## src/content_crop_image_scaler_core_defines.svh

```systemverilog
// Assertion macros for the content crop image scaler core.
// No dependencies.
`ifndef CONTENT_CROP_IMAGE_SCALER_CORE_DEFINES_SVH
`define CONTENT_CROP_IMAGE_SCALER_CORE_DEFINES_SVH
`ifndef SYNTHESIS
`define CCIS_ASSERT_IMPL(label, a, c) \
    label: assert property (@(posedge clk) disable iff (!rst_n) (a) |-> (c)) \
        else $error("assertion failed");
`define CCIS_ASSERT_NEXT(label, a, c) \
    label: assert property (@(posedge clk) disable iff (!rst_n) (a) |=> (c)) \
        else $error("assertion failed");
`else
`define CCIS_ASSERT_IMPL(label, a, c)
`define CCIS_ASSERT_NEXT(label, a, c)
`endif
`endif

```

## src/ccis_pkg.sv

```systemverilog
// Shared constants for the content crop image scaler.
// No dependencies.
`timescale 1ns / 1ps
package ccis_pkg;
    localparam int SRC_MAX_WIDTH_DEF  = 128;
    localparam int SRC_MAX_HEIGHT_DEF = 128;
    localparam logic [1:0] KIND_START = 2'd0;
    localparam logic [1:0] KIND_LOAD  = 2'd1;
    localparam logic [1:0] KIND_FETCH = 2'd2;
    localparam logic [2:0] REG_SRC_W  = 3'd0;
    localparam logic [2:0] REG_SRC_H  = 3'd1;
    localparam logic [2:0] REG_LEFT   = 3'd2;
    localparam logic [2:0] REG_TOP    = 3'd3;
    localparam logic [2:0] REG_DST_W  = 3'd4;
    localparam logic [2:0] REG_DST_H  = 3'd5;
    localparam logic [2:0] REG_TRANSP = 3'd6;
    localparam logic [2:0] REG_STRET  = 3'd7;
    localparam int DIV_W = 20;
endpackage

```

## src/ccis_div.sv

```systemverilog
// Restoring divider, one quotient bit per cycle.
// Depends on ccis_pkg.
`timescale 1ns / 1ps
module ccis_div import ccis_pkg::*; (
    input  logic             clk,
    input  logic             rst_n,
    input  logic             go,
    input  logic [DIV_W-1:0] num,
    input  logic [DIV_W-1:0] den,
    output logic             done,
    output logic [DIV_W-1:0] quo
);
    logic [DIV_W-1:0] q_reg;
    logic [DIV_W-1:0] r_reg;
    logic [DIV_W-1:0] d_reg;
    logic [4:0]       cnt_reg;
    logic             busy_reg;
    logic [DIV_W:0]   trial;

    assign trial = {r_reg, q_reg[DIV_W-1]};
    assign quo = q_reg;

    always_ff @(posedge clk or negedge rst_n)
    begin
        if (!rst_n)
        begin
            busy_reg <= 1'b0;
            cnt_reg  <= '0;
            done     <= 1'b0;
        end
        else
        begin
            done <= 1'b0;
            if (go)
            begin
                busy_reg <= 1'b1;
                cnt_reg  <= 5'(DIV_W);
            end
            else if (busy_reg)
            begin
                cnt_reg <= cnt_reg - 5'd1;
                if (cnt_reg == 5'd1)
                begin
                    busy_reg <= 1'b0;
                    done     <= 1'b1;
                end
            end
        end
    end

    // remainder stays below the divisor, so it fits DIV_W bits
    always_ff @(posedge clk)
    begin
        if (go)
        begin
            q_reg <= num;
            r_reg <= '0;
            d_reg <= den;
        end
        else if (busy_reg)
        begin
            if (trial >= {1'b0, d_reg})
            begin
                r_reg <= DIV_W'(trial - {1'b0, d_reg});
                q_reg <= {q_reg[DIV_W-2:0], 1'b1};
            end
            else
            begin
                r_reg <= trial[DIV_W-1:0];
                q_reg <= {q_reg[DIV_W-2:0], 1'b0};
            end
        end
    end
endmodule

```

## config.mk

```make
export PLATFORM = sky130hd
export DESIGN_NAME = ccis_div
export DESIGN_NICKNAME = d
export VERILOG_FILES = /design/src/content_crop_image_scaler_core_defines.svh /design/src/ccis_pkg.sv /design/src/ccis_div.sv
export SDC_FILE = /design/constraint.sdc
export NUM_CORES = 1
export LEC_CHECK = 0
export ABC_AREA = 1
export BUFFER_PORTS_ARGS = -buffer_cell sky130_fd_sc_hd__buf_2
export CAP_MARGIN = 20
export CORE_ASPECT_RATIO = 0.8
export CORE_MARGIN = 3
export CORE_UTILIZATION = 25
export CTS_BUF_LIST = sky130_fd_sc_hd__clkbuf_8
export CTS_CLUSTER_SIZE = 16
export DETAILED_ROUTE_END_ITERATION = 12
export GPL_TIMING_DRIVEN = 0
export MAX_ROUTING_LAYER = met4
export SETUP_SLACK_MARGIN = 0.15
export SLEW_MARGIN = 10
export SYNTH_ARGS = -nofsm -noshare
export SYNTH_HDL_FRONTEND = slang
export SYNTH_SLANG_ARGS = --single-unit
```

## constraint.sdc

```tcl
create_clock -name clk -period 1.8 [get_ports clk]
set_clock_uncertainty 0.1 [all_clocks]
set_input_delay 0.36 -clock clk [delete_from_list [all_inputs] [get_ports clk]]
set_output_delay 0.36 -clock clk [all_outputs]
set_load 0.02 [all_outputs]
```

==> reports/qor.yml <==
grt.overflow.total: 0
path_class: "flop to flop"
gp_congestion: 0.924
cap_violations: 0
grt_max_degree: 30
holdCritStartpoint: "den[5]"
finalSetupTns_ps: -4400
yosys.area.top_type: "edfxtp_1"
synthFlopType: "edfxtp_1"
multiInputGateArea_mm2: 0.00255
wire_per_inst_um: 13.7
track_usage: 0.133
ioPinCount: 64
hold_class: "input pin to flop"
synth_nets: 623
violations: "setup timing"
dp_hpwl_mm: 8.13
cts_buffers: 9
synth_seq_cells: 67
status: "finished, violations left"
rr_worst_depth: 14
drc_errors: 0
path_max_fanout: 5
yosysMostFrequentCell: "nand2_1"
die_area_mm2: 0.0181
htree_levels: 3
drtIter0Drc: 258
viasPerCell: 4.41
dieHeight_um: 121
fin_cells: 875
vias: 3863
synth_edf_count: 40
wl_mm: 12.0
area_growth_pct: 40.4
synth_area_mm2: 0.00412
cts-root-buf: "clkbuf_8"
endpoint_kind: "flop"
dp_cells: 835
seq_area_frac_synth: 0.431
setup_viol: 21
startpoint_type: "flop"
cp.required_ps: 1990
rsz0062_at_grt: "yes"
min_period_over_period: 1.13
synth_area_leaders: "edfxtp_1 (29%), nand2_1 (18%), dfxtp_1 (9.7%)"
first_pass_iters: 5
cts_tree: "done"
hold_depth: 1
diodes: 0
finalMaxSlewViolations: 0
worstPathArrival_ps: 2230
tightestPinTransition_ps: 928
io_buffers: 63
dpl_cell_area_mm2: 0.00494
synth_top_area_share: 0.291
clk_pin_slew_ps: 80
synth.distinct_cells: 30
yosysWarnings: 0
cellPowerDensity_mw_per_mm2: 1300
preCtsSetupSlack_ps: -693
antenna_found_initial: 0
design_area_mm2: 0.00579
fmax_mhz: 492
timing.rr.end: "r_reg[13]$_SDFFE_PP0P_"
die_width_um: 150
cts_sinks: 67
min_period_ps: 2030
rrSetupSlack_ps: -230
rr_startpoint: "d_reg[8]$_DFFE_PP_"
post-route-util: 0.363
drtAntennaViolNets: 0
grt_pass1_wl_mm: 18.4
fp-row-count: 41
core_area_mm2: 0.0160
num-fill-cells: 1667
relSlewSlack: 0.382
synth_common_cells: "nand2_1 (202), inv_1 (89), nand3_1 (57)"
final_nets: 721
ir_drop_v: 0.000434
clock_latency_ps: 360
register_area_mm2: 0.00178
leakage_nw: 2.81
clk_path_buf_depth: 2
grt_pass1_vias: 3664
start_util: 0.258
synthArstFlopShare: 0.104
synthCells: 557
drive_above_1_share: 0.364
syn_avg_cell_area_um2: 7.40
min_to: "d_reg[5]$_DFFE_PP_"
finalHoldViolations: 0
setup_slack_ps: -234
==> what timing repair did <==
action	in CTS	in global routing
buffers inserted	15	4
hold buffers	1	0
cloned	2	2
endpoints found under the setup margin	43	43
pin swaps	4	26
hold endpoints to repair	7	0
gates resized for setup	70	56
==> layout make-up <==
cell class,count,share of cell area
buffer,14,0.0205
clock buffer,9,0.0214
clock inverter,7,0.00756
inverter,91,0.0590
multi-input combinational,385,0.441
sequential,67,0.307
tap,215,0.0465
timing repair buffer,87,0.0966
==> worst max-delay path, stage by stage (launching register included) <==
cell and delay (ps):
edfxtp_1 390, inv_2 90, ha_4 230, nand2_2 70
nand2_2 60, inv_2 50, nand2_2 50, a21oi_2 160
nand2_2 100, nand2_4 160, nand2_8 110, buf_12 170
nand2_4 60, nand3_2 60, o21ai_1 100
==> worst max path at each step <==
stage / startpoint / endpoint / slack [ps] / cells after the start
finish: d_reg[8]$_DFFE_PP_ / r_reg[13]$_SDFFE_PP0P_ / -230 / 14
global route: d_reg[2]$_DFFE_PP_ / r_reg[13]$_SDFFE_PP0P_ / -370 / 14
CTS: d_reg[8]$_DFFE_PP_ / r_reg[18]$_SDFFE_PP0P_ / -190 / 14
detailed placement: go / quo[11]$_DFFE_PP_ / -690 / 4
global placement: go / quo[12]$_DFFE_PP_ / -700 / 4
floorplan: quo[19]$_DFFE_PP_ / r_reg[8]$_SDFFE_PP0P_ / -100 / 12
==> stage by stage <==
step | hold WS [ps] | power (mW)
detailed placement | 106 | 5.10
global placement | 107 | 5.07
floorplan | -35.6 | 4.40
global route | 54.9 | 8.04
finish | 66.4 | 7.51
CTS | 52.6 | 6.95
==> logic make-up after synthesis <==
kind of cell,Yosys count,synth area share
AND/OR/NAND/NOR,319,0.332
buffers and inverters,105,0.105
flip-flops,67,0.431
AO/OA/AOI/OAI,35,0.0440
adder cells (fa/ha/maj),23,0.0716
XOR/XNOR,8,0.0170
==> where the power goes <==
group          total [mW]  internal [mW]  leakage, nW  switching, mW
clock                1.13          0.494       0.0884          0.631
combinational        4.26           1.88         2.06           2.38
sequential           2.12           1.90        0.662          0.222
==> per-layer routing <==
metal	wire length [µm]	GRT usage	vias up	share of wire
li1	-	-	1964	-
met1	6030	0.189	1810	0.50
met2	5330	0.193	77	0.44
met3	534	0.0291	12	0.044
met4	133	0.0314	0	0.011
met5	0	-	-	0
==> cells in the final DEF (no fill, tap or decap), drive strengths merged, types with 11 or more instances in the layout <==
| cell | count |
|---|---|
| buf | 91 |
| edfxtp | 40 |
| o21ai | 17 |
| nor2 | 32 |
| clkbuf | 18 |
| ha | 22 |
| nand2 | 209 |
| inv | 92 |
| dfxtp | 20 |
| a21oi | 14 |
| nand3 | 58 |
| nand3b | 11 |
No activity file was read; power rests on OpenSTA's default activity.
